### src/rtl/mavw_pkg.sv
// ----------------------------------------------------------------------------
// Moving average window package
// Shared widths, command codes and the command item passed front to back.
// ----------------------------------------------------------------------------
package mavw_pkg;

   localparam int unsigned WINDOW_DEFAULT = 16;
   localparam int unsigned SAMPLE_W       = 8;
   localparam int unsigned SAMPLE_MAX     = 255;
   localparam int unsigned QUEUE_DEPTH    = 2;

   // op field codes on the request channel
   localparam logic OP_ADD   = 1'b0;
   localparam logic OP_CLEAR = 1'b1;

   typedef enum logic {
      CMD_ADD   = 1'b0,
      CMD_CLEAR = 1'b1
   } cmd_kind_type;

   typedef struct packed {
      cmd_kind_type        kind;
      logic [SAMPLE_W-1:0] sample;
   } cmd_type;

   // head of the command queue as seen by the back end
   typedef struct packed {
      logic    valid;
      cmd_type cmd;
   } queue_head_type;

endpackage

### src/rtl/mavw_if.sv
// ----------------------------------------------------------------------------
// Moving average window channels
// Valid/ready channels for request items and response items.
// ----------------------------------------------------------------------------
interface mavw_req_if
   import mavw_pkg::*;
();
   logic                valid;
   logic                ready;
   logic                op;
   logic [SAMPLE_W-1:0] sample;

   modport source (output valid, output op, output sample, input ready);
   modport sink   (input valid, input op, input sample, output ready);
endinterface

interface mavw_rsp_if
   import mavw_pkg::*;
();
   logic                valid;
   logic                ready;
   logic [SAMPLE_W-1:0] average;

   modport source (output valid, output average, input ready);
   modport sink   (input valid, input average, output ready);
endinterface

### src/rtl/mavw_front.sv
// ----------------------------------------------------------------------------
// Moving average window front end
// Takes request items, decodes op into a command and holds it for the queue.
// ----------------------------------------------------------------------------
module mavw_front
   import mavw_pkg::*;
(
   input  logic       clock,
   input  logic       reset,
   mavw_req_if.sink   req_chan,
   output cmd_type    front_cmd,
   output logic       front_valid,
   input  logic       front_ready
);

   logic    hold_valid_ff, hold_valid_in;
   cmd_type hold_cmd_ff, hold_cmd_in;
   logic    accept;

   assign req_chan.ready = !hold_valid_ff || front_ready;
   assign accept         = req_chan.valid && req_chan.ready;

   always_comb begin
      hold_valid_in = hold_valid_ff;
      hold_cmd_in   = hold_cmd_ff;
      if (accept) begin
         hold_valid_in      = 1'b1;
         hold_cmd_in.kind   = (req_chan.op == OP_CLEAR) ? CMD_CLEAR : CMD_ADD;
         hold_cmd_in.sample = req_chan.sample;
      end else if (front_ready) begin
         hold_valid_in = 1'b0;
      end
   end

   always_ff @(posedge clock) begin
      if (reset) begin
         hold_valid_ff <= 1'b0;
      end else begin
         hold_valid_ff <= hold_valid_in;
      end
      hold_cmd_ff <= hold_cmd_in;
   end

   assign front_cmd   = hold_cmd_ff;
   assign front_valid = hold_valid_ff;

endmodule

### src/rtl/mavw_queue.sv
// ----------------------------------------------------------------------------
// Moving average window command queue
// Small FIFO between front end and back end.
// ----------------------------------------------------------------------------
module mavw_queue
   import mavw_pkg::*;
(
   input  logic           clock,
   input  logic           reset,
   input  cmd_type        push_cmd,
   input  logic           push_valid,
   output logic           push_ready,
   output queue_head_type q_head,
   input  logic           pop
);

   localparam int unsigned IDX_W = (QUEUE_DEPTH > 1) ? $clog2(QUEUE_DEPTH) : 1;
   localparam int unsigned CNT_W = $clog2(QUEUE_DEPTH + 1);

   cmd_type            entries_ff [QUEUE_DEPTH];
   logic [IDX_W-1:0]   wr_ptr_ff, wr_ptr_in;
   logic [IDX_W-1:0]   rd_ptr_ff, rd_ptr_in;
   logic [CNT_W-1:0]   count_ff, count_in;
   logic               do_push, do_pop;

   assign push_ready   = (count_ff != CNT_W'(QUEUE_DEPTH));
   assign do_push      = push_valid && push_ready;
   assign do_pop       = pop && (count_ff != '0);
   assign q_head.valid = (count_ff != '0);
   assign q_head.cmd   = entries_ff[rd_ptr_ff];

   always_comb begin
      wr_ptr_in = wr_ptr_ff;
      rd_ptr_in = rd_ptr_ff;
      count_in  = count_ff;
      if (do_push) begin
         wr_ptr_in = (wr_ptr_ff == IDX_W'(QUEUE_DEPTH - 1)) ? '0 : wr_ptr_ff + 1'b1;
      end
      if (do_pop) begin
         rd_ptr_in = (rd_ptr_ff == IDX_W'(QUEUE_DEPTH - 1)) ? '0 : rd_ptr_ff + 1'b1;
      end
      if (do_push && !do_pop) begin
         count_in = count_ff + 1'b1;
      end else if (do_pop && !do_push) begin
         count_in = count_ff - 1'b1;
      end
   end

   always_ff @(posedge clock) begin
      if (reset) begin
         wr_ptr_ff <= '0;
         rd_ptr_ff <= '0;
         count_ff  <= '0;
      end else begin
         wr_ptr_ff <= wr_ptr_in;
         rd_ptr_ff <= rd_ptr_in;
         count_ff  <= count_in;
      end
      if (do_push) begin
         entries_ff[wr_ptr_ff] <= push_cmd;
      end
   end

   // occupancy never exceeds the storage
   assert property (@(posedge clock) disable iff (reset)
      count_ff <= CNT_W'(QUEUE_DEPTH))
      else $error("queue occupancy out of range");

endmodule

### src/rtl/mavw_back.sv
// ----------------------------------------------------------------------------
// Moving average window back end
// Ring store, running sum, fill count and a bit-serial divider.
// ----------------------------------------------------------------------------
module mavw_back
   import mavw_pkg::*;
#(
   parameter int unsigned WINDOW = WINDOW_DEFAULT
) (
   input  logic           clock,
   input  logic           reset,
   input  queue_head_type q_head,
   output logic           pop,
   mavw_rsp_if.source     rsp_chan
);

   localparam int unsigned PTR_W  = (WINDOW > 1) ? $clog2(WINDOW) : 1;
   localparam int unsigned CNT_W  = $clog2(WINDOW + 1);
   localparam int unsigned SUM_W  = $clog2(SAMPLE_MAX * WINDOW + 1);
   localparam int unsigned STEP_W = $clog2(SUM_W + 1);
   localparam int unsigned CHK_W  = CNT_W + SAMPLE_W;

   typedef enum logic [1:0] {
      ST_IDLE,
      ST_UPDATE,
      ST_DIV
   } state_type;

   state_type           state_ff, state_in;
   logic [SUM_W-1:0]    sum_ff, sum_in;
   logic [PTR_W-1:0]    ptr_ff, ptr_in;
   logic [CNT_W-1:0]    count_ff, count_in;
   logic [SAMPLE_W-1:0] cur_sample_ff, cur_sample_in;
   logic [SUM_W-1:0]    dividend_ff, dividend_in;
   logic [CNT_W-1:0]    rem_ff, rem_in;
   logic [SUM_W-1:0]    quot_ff, quot_in;
   logic [STEP_W-1:0]   step_ff, step_in;
   logic [SAMPLE_W-1:0] result_ff, result_in;
   logic                rsp_valid_ff, rsp_valid_in;

   // ring store, entries that were never written since clear read as zero
   logic [SAMPLE_W-1:0] ring_mem [WINDOW];
   logic [WINDOW-1:0]   ring_valid_ff;
   logic [SAMPLE_W-1:0] rd_data_ff;
   logic                rd_valid_ff;

   logic                mem_re, mem_we, ring_clear, out_free, take;
   logic [SAMPLE_W-1:0] old_sample;
   logic [CNT_W:0]      trial, trial_diff;
   logic [SUM_W-1:0]    quot_next;

   assign out_free   = !rsp_valid_ff || rsp_chan.ready;
   assign old_sample = rd_valid_ff ? rd_data_ff : '0;
   assign trial      = {rem_ff, dividend_ff[SUM_W-1]};
   assign take       = (trial >= {1'b0, count_ff});
   assign trial_diff = trial - {1'b0, count_ff};
   assign quot_next  = {quot_ff[SUM_W-2:0], take};

   always_comb begin
      state_in      = state_ff;
      sum_in        = sum_ff;
      ptr_in        = ptr_ff;
      count_in      = count_ff;
      cur_sample_in = cur_sample_ff;
      dividend_in   = dividend_ff;
      rem_in        = rem_ff;
      quot_in       = quot_ff;
      step_in       = step_ff;
      result_in     = result_ff;
      rsp_valid_in  = rsp_valid_ff;
      mem_re        = 1'b0;
      mem_we        = 1'b0;
      ring_clear    = 1'b0;
      pop           = 1'b0;

      if (rsp_valid_ff && rsp_chan.ready) begin
         rsp_valid_in = 1'b0;
      end

      case (state_ff)
         ST_IDLE: begin
            if (q_head.valid) begin
               if (q_head.cmd.kind == CMD_CLEAR) begin
                  if (out_free) begin
                     pop          = 1'b1;
                     ring_clear   = 1'b1;
                     sum_in       = '0;
                     ptr_in       = '0;
                     count_in     = '0;
                     result_in    = '0;
                     rsp_valid_in = 1'b1;
                  end
               end else begin
                  pop           = 1'b1;
                  mem_re        = 1'b1;
                  cur_sample_in = q_head.cmd.sample;
                  state_in      = ST_UPDATE;
               end
            end
         end
         ST_UPDATE: begin
            mem_we      = 1'b1;
            sum_in      = sum_ff - SUM_W'(old_sample) + SUM_W'(cur_sample_ff);
            ptr_in      = (ptr_ff == PTR_W'(WINDOW - 1)) ? '0 : ptr_ff + 1'b1;
            count_in    = (count_ff == CNT_W'(WINDOW)) ? count_ff : count_ff + 1'b1;
            dividend_in = sum_in;
            rem_in      = '0;
            quot_in     = '0;
            step_in     = STEP_W'(SUM_W);
            state_in    = ST_DIV;
         end
         ST_DIV: begin
            // last step waits for a free output register
            if (step_ff != STEP_W'(1) || out_free) begin
               dividend_in = dividend_ff << 1;
               rem_in      = take ? trial_diff[CNT_W-1:0] : trial[CNT_W-1:0];
               quot_in     = quot_next;
               step_in     = step_ff - 1'b1;
               if (step_ff == STEP_W'(1)) begin
                  result_in    = quot_next[SAMPLE_W-1:0];
                  rsp_valid_in = 1'b1;
                  state_in     = ST_IDLE;
               end
            end
         end
         default: begin
            state_in = ST_IDLE;
         end
      endcase
   end

   always_ff @(posedge clock) begin
      if (reset) begin
         state_ff     <= ST_IDLE;
         sum_ff       <= '0;
         ptr_ff       <= '0;
         count_ff     <= '0;
         rsp_valid_ff <= 1'b0;
      end else begin
         state_ff     <= state_in;
         sum_ff       <= sum_in;
         ptr_ff       <= ptr_in;
         count_ff     <= count_in;
         rsp_valid_ff <= rsp_valid_in;
      end
      cur_sample_ff <= cur_sample_in;
      dividend_ff   <= dividend_in;
      rem_ff        <= rem_in;
      quot_ff       <= quot_in;
      step_ff       <= step_in;
      result_ff     <= result_in;
   end

   always_ff @(posedge clock) begin
      if (mem_we) begin
         ring_mem[ptr_ff] <= cur_sample_ff;
      end
      if (mem_re) begin
         rd_data_ff  <= ring_mem[ptr_ff];
         rd_valid_ff <= ring_valid_ff[ptr_ff];
      end
   end

   always_ff @(posedge clock) begin
      if (reset || ring_clear) begin
         ring_valid_ff <= '0;
      end else if (mem_we) begin
         ring_valid_ff[ptr_ff] <= 1'b1;
      end
   end

   assign rsp_chan.valid   = rsp_valid_ff;
   assign rsp_chan.average = result_ff;

   assert property (@(posedge clock) disable iff (reset)
      count_ff <= CNT_W'(WINDOW))
      else $error("fill count above window size");

   assert property (@(posedge clock) disable iff (reset)
      state_ff == ST_DIV |-> count_ff != '0)
      else $error("division by empty window");

   assert property (@(posedge clock) disable iff (reset)
      CHK_W'(sum_ff) <= {count_ff, SAMPLE_W'(0)})
      else $error("running sum exceeds fill count bound");

   assert property (@(posedge clock) disable iff (reset)
      pop && q_head.cmd.kind == CMD_CLEAR |=>
         sum_ff == '0 && count_ff == '0 && ptr_ff == '0 && ring_valid_ff == '0)
      else $error("clear did not empty the window");

endmodule

### src/rtl/moving_average_window.sv
// ----------------------------------------------------------------------------
// Moving average window
// Running mean over the last WINDOW 8-bit samples, with a clear command.
// ----------------------------------------------------------------------------
// Add item path: front register, queue, ring read, sum update, SUM_W divide steps.
// The divider makes one quotient bit a cycle, its last step waiting for a free
//   output register; no new item is taken until the divide ends. A clear item
//   finishes in the idle state once the output register is free.
// Reset (synchronous): window empty, sum, pointer and count zero, queue empty.
// ----------------------------------------------------------------------------
module moving_average_window
   import mavw_pkg::*;
#(
   parameter int unsigned WINDOW = WINDOW_DEFAULT
) (
   input  logic       clock,
   input  logic       reset,
   mavw_req_if.sink   req_chan,
   mavw_rsp_if.source rsp_chan
);

   // front end -> queue
   cmd_type        front_cmd;
   logic           front_valid;
   logic           front_ready;

   // queue -> back end
   queue_head_type q_head;
   logic           pop;

   // Front end: one register stage, decodes op into an add or clear command.
   mavw_front u_front (
      .clock       (clock),
      .reset       (reset),
      .req_chan    (req_chan),
      .front_cmd   (front_cmd),
      .front_valid (front_valid),
      .front_ready (front_ready)
   );

   // Two-entry queue so intake keeps going while the divider is busy.
   mavw_queue u_queue (
      .clock      (clock),
      .reset      (reset),
      .push_cmd   (front_cmd),
      .push_valid (front_valid),
      .push_ready (front_ready),
      .q_head     (q_head),
      .pop        (pop)
   );

   // Back end: ring store read/update, running sum, restoring divide by the
   // fill count, result held in an output register until taken.
   mavw_back #(
      .WINDOW (WINDOW)
   ) u_back (
      .clock    (clock),
      .reset    (reset),
      .q_head   (q_head),
      .pop      (pop),
      .rsp_chan (rsp_chan)
   );

endmodule

### src/flat_wrapper.sv
// flat-port wrapper written by rule: the top's interface ports become plain ports
module moving_average_window_flat import mavw_pkg::*;
#(
   parameter int unsigned WINDOW = WINDOW_DEFAULT
)
  (clock, reset, req_chan_valid, req_chan_op, req_chan_sample, req_chan_ready, rsp_chan_valid, rsp_chan_average, rsp_chan_ready);
  mavw_req_if req_chan_i ();
  mavw_rsp_if rsp_chan_i ();
  input  logic clock;
  input  logic reset;
  input wire logic [$bits(req_chan_i.valid)-1:0] req_chan_valid;
  input wire logic [$bits(req_chan_i.op)-1:0] req_chan_op;
  input wire logic [$bits(req_chan_i.sample)-1:0] req_chan_sample;
  output wire logic [$bits(req_chan_i.ready)-1:0] req_chan_ready;
  output wire logic [$bits(rsp_chan_i.valid)-1:0] rsp_chan_valid;
  output wire logic [$bits(rsp_chan_i.average)-1:0] rsp_chan_average;
  input wire logic [$bits(rsp_chan_i.ready)-1:0] rsp_chan_ready;
  assign req_chan_i.valid = req_chan_valid;
  assign req_chan_i.op = req_chan_op;
  assign req_chan_i.sample = req_chan_sample;
  assign req_chan_ready = req_chan_i.ready;
  assign rsp_chan_valid = rsp_chan_i.valid;
  assign rsp_chan_average = rsp_chan_i.average;
  assign rsp_chan_i.ready = rsp_chan_ready;
  moving_average_window #(.WINDOW(WINDOW)) u_core (.clock(clock), .reset(reset), .req_chan(req_chan_i), .rsp_chan(rsp_chan_i));
endmodule
### config.mk
export PLATFORM = sky130hd
export DESIGN_NAME = moving_average_window_flat
export DESIGN_NICKNAME = d
export VERILOG_FILES = /design/src/rtl/mavw_pkg.sv /design/src/rtl/mavw_if.sv /design/src/rtl/mavw_front.sv /design/src/rtl/mavw_queue.sv /design/src/rtl/mavw_back.sv /design/src/rtl/moving_average_window.sv /design/src/flat_wrapper.sv
export SDC_FILE = /design/constraint.sdc
export NUM_CORES = 1
export LEC_CHECK = 0
export BUFFER_PORTS_ARGS = -buffer_cell sky130_fd_sc_hd__buf_2
export CORE_ASPECT_RATIO = 1.1
export CORE_UTILIZATION = 66
export DETAILED_ROUTE_END_ITERATION = 6
export MAX_ROUTING_LAYER = met4
export PLACE_DENSITY = 0.83
export SKIP_CTS_REPAIR_TIMING = 1
export SYNTH_ARGS = -nofsm -noshare
export SYNTH_HDL_FRONTEND = slang
export SYNTH_SLANG_ARGS = --single-unit
### constraint.sdc
create_clock -name clock -period 7 [get_ports clock]
set_input_delay 1.05 -clock clock [delete_from_list [all_inputs] [get_ports clock]]
set_output_delay 1.05 -clock clock [all_outputs]
set_load 0.02 [all_outputs]
==> flow_summary_export.csv <==
group,metric,value,unit
status,status,"finished, violations left",
status,violations,"design-rule violations",
logic_synthesis,ys.flop_type,"edfxtp_1",
logic_synthesis,yosys_warnings,0,
timing,tightest_slew,1.28,ns
power,peakVddDrop,236,uV
logic_synthesis,syn_area,10800,um^2
floorplan,die_w,124,um
layout,fin_nets,785,
logic_synthesis,ys_seq_area_share,66.2,%
worst_hold_path,hp-class,"register to register",
floorplan,fp-row-count,48,
power,clockPowerShare,29.1,%
grt,antenna_found_initial,0,
timing,totalNegativeSetupSlack,0,ns
power,combPwrFrac,28.3,%
logic_synthesis,synth-seq-cells,254,
layout,layoutNonFillerInstCount,956,
timing,setup_viol,0,
drt,ant_nets,0,
floorplan,die_height,136,um
power,power_density,399,nW/um^2
setup_path,end_kind,"register",
logic_synthesis,yosysUniqueCellTypes,60,
floorplan,core_area,15900,um^2
place,dpl.hpwl,14.4,mm
setup_path,cp.arrival,3.61,ns
cts,cts-root-buf,"clkbuf_16",
layout,final_layout_size_suffix_gt1_share,17.9,%
setup_path,crit_type,"register to register",
setup_path,cp_num_buf_inv,1,
timing,holdWs,0.449,ns
drt,drt-initial-drc-count,601,
run,maxCapViolCount,0,
power,p_leak,0.00411,uW
floorplan,dieArea,16900,um^2
layout,area_growth,10.7,%
grt,track_usage,30.2,%
logic_synthesis,synthArstFlopShare,0,%
timing,fin_crit,3.34,ns
grt,grt_max_degree,43,
setup_path,critPathRequiredTime,7.27,ns
drt,wirelength,23.3,mm
layout,layout_common_cells,"edfxtp_1 (208), inv_1 (52), nor2_1 (47)",
setup_path,cpLargestDelayFamily,"compound AO/OA/AOI/OAI gates",
timing,finalCritPeriodShare,47.8,%
timing,drv_slew,0,
drt,top_layer_used,"met4",
setup_path,cp_num_cells,8,
cts,h-tree-depth,1,
cts,clock-sinks,254,
place,placed_area,11100,um^2
drt,met2_length,12.1,mm
drt,drcViolationCount,2,
cts,clk_path_buf_depth,3,
place,gp_congestion,0.867,
grt,grt_pass1_wl,35.7,mm
timing,fmax,299,MHz
place,placed_cells,909,
layout,diodes,0,
logic_synthesis,postSynthCellCount,708,
grt,first_global_vias,6481,
drt,routed-via-count,6201,
drt,dr_wl_met3,1.40,mm
setup_path,crit_chain,"inv_1 > fa_1 > fa_1 > nor2b_1 > o211ai_1 > a21boi_1 > o2111ai_1 > o221a_2",
layout,stdcell_area,12000,um^2
power,seqPwrFrac,42.6,%
cts,cts_buffers,26,
layout,fillerInstances,913,
power,p_sw_share,31.4,%
logic_synthesis,synth_edf_count,208,
drt,drtPass1Iterations,7,
setup_path,crit_path_start_kind,"register",
grt,gr-total-overflow,0,
setup_path,reg2reg_depth,8,
timing,rsz0062_at_grt,"false",
timing,fin_skew,0.0144,ns
cts,tritoncts,"yes",
worst_hold_path,whs_path_depth,0,
timing,finalHoldViolations,0,
cts,clkTransAtPathRegs,0.06,ns
cts,clk_latency,0.53,ns
drt,vias_per_cell,6.49,
place,numPortBuffers,22,
setup_path,cp_common_cell,"fa_1",
floorplan,pin_count,23,
drt,wl_per_cell,24.4,um
setup_path,crit_fanout,17,
floorplan,start_util,68.3,%
logic_synthesis,syn_avg_cell_area,15.3,um^2
logic_synthesis,synth_nets,756,
power,power_switching,1500,uW
setup_path,cp_slowest_cell,"edfxtp_1",
power,p_int,3280,uW
timing,slew_headroom,14.7,%
setup_path,slowest_delay,0.68,ns
drt,met1Wirelength,9.07,mm
layout,mostFrequentLayoutCell,"edfxtp_1",
final timing paths:
path,to,from,slack (ns)
max,u_core.u_back.dividend_ff[10],u_core.u_back.cur_sample_ff[1],3.66
min,u_core.u_queue.entries_ff[0][2],u_core.u_front.front_cmd[2],0.45
max reg2reg,u_core.u_back.dividend_ff[10],u_core.u_back.cur_sample_ff[1],3.66
min reg2reg,u_core.u_queue.entries_ff[0][2],u_core.u_front.front_cmd[2],0.45
area by class of cell:
type / count / area, um^2 / share of cell area [%]
Clock inverter: 18 / 175 / 1.46
Tap cell: 200 / 250 / 2.09
Multi-Input combinational cell: 376 / 3370 / 28.1
Timing Repair Buffer: 27 / 148 / 1.23
Clock buffer: 29 / 683 / 5.70
Sequential cell: 254 / 7170 / 59.8
Inverter: 52 / 195 / 1.63
kinds of logic after synthesis:
kind of cell	Yosys count	synth area share, %
xor gates and xnor gates	18	1.58
DFF	254	66.2
muxes	56	10.5
and+or+nand+nor	164	7.49
adders and majority gates	35	4.67
AOI/OAI and AO/OA	103	6.64
buffers and inverters	78	2.92
per-layer routing:
layer | up-vias | track usage [%]
met4 | 0 | 11.8
met5 | - | -
li1 | 2732 | -
met2 | 280 | 50.0
met1 | 3135 | 37.7
met3 | 54 | 4.49
flip-flops by register name (all words and copies together), names as in the netlist, named ones only:
signal and count:
u_core.u_back.count_ff 5, u_core.u_back.cur_sample_ff 8, u_core.u_back.dividend_ff 12, u_core.u_back.ptr_ff 4, u_core.u_back.quot_ff 7, u_core.u_back.rd_data_ff 8, u_core.u_back.rd_valid_ff 1, u_core.u_back.rem_ff 5
u_core.u_back.ring_mem 128, u_core.u_back.ring_valid_ff 16, u_core.u_back.rsp_chan.average 8, u_core.u_back.rsp_chan.valid 1, u_core.u_back.state_ff 2, u_core.u_back.step_ff 4, u_core.u_back.sum_ff 12, u_core.u_front.front_cmd 9
u_core.u_front.front_valid 1, u_core.u_queue.count_ff 2, u_core.u_queue.entries_ff 18, u_core.u_queue.rd_ptr_ff 1, u_core.u_queue.wr_ptr_ff 1
through the flow:
stage / worst slack (ns) / total power (uW) / utilization [%]
finish: 3.66 / 4780 / 75.6
global route: 3.40 / 4990 / 75.6
CTS: 3.69 / 4780 / 75.6
detailed placement: 3.72 / 3400 / 70.2
global placement: 3.94 / 3310 / 70.2
floorplan: 4.06 / 3060 / -
cell usage after synthesis (5+ instances only):
cell	instances	area share, %
a21oi_1	20	0.92
and2_1	17	0.98
buf_2	7	0.32
clkbuf_1	15	0.52
dfxtp_1	46	8.5
edfxtp_1	208	58
fa_1	9	1.7
ha_1	26	3.0
inv_1	52	1.8
mux2_2	9	0.94
mux4_2	45	9.4
nand2_1	36	1.2
nand2b_1	6	0.35
nand3_1	6	0.28
nor2_1	47	1.6
nor2b_1	9	0.52
nor3_1	19	0.88
nor4_1	5	0.29
o211ai_1	8	0.55
o21a_1	23	1.6
o21ai_0	17	0.79
or3_1	9	0.52
xnor2_1	10	0.81
xor2_1	7	0.57
worst reg2reg max path, cell delays in order, from the launching register on:
cell and delay, ns:
edfxtp_1 0.68, inv_1 0.13, fa_1 0.53, fa_1 0.49, nor2b_1 0.16, o211ai_1 0.11
a21boi_1 0.57, o2111ai_1 0.23, o221a_2 0.19
power groups by stage:
stage / clock network (uW) / logic [uW] / registers [uW]
2_1_floorplan: 0 / 1030 / 2030
3_3_place_gp: 0 / 1260 / 2050
3_5_place_dp: 0 / 1330 / 2070
4_1_cts: 1400 / 1340 / 2040
5_1_grt: 1450 / 1480 / 2060
6_report: 1390 / 1350 / 2040
(Power assumes the default switching activity.)
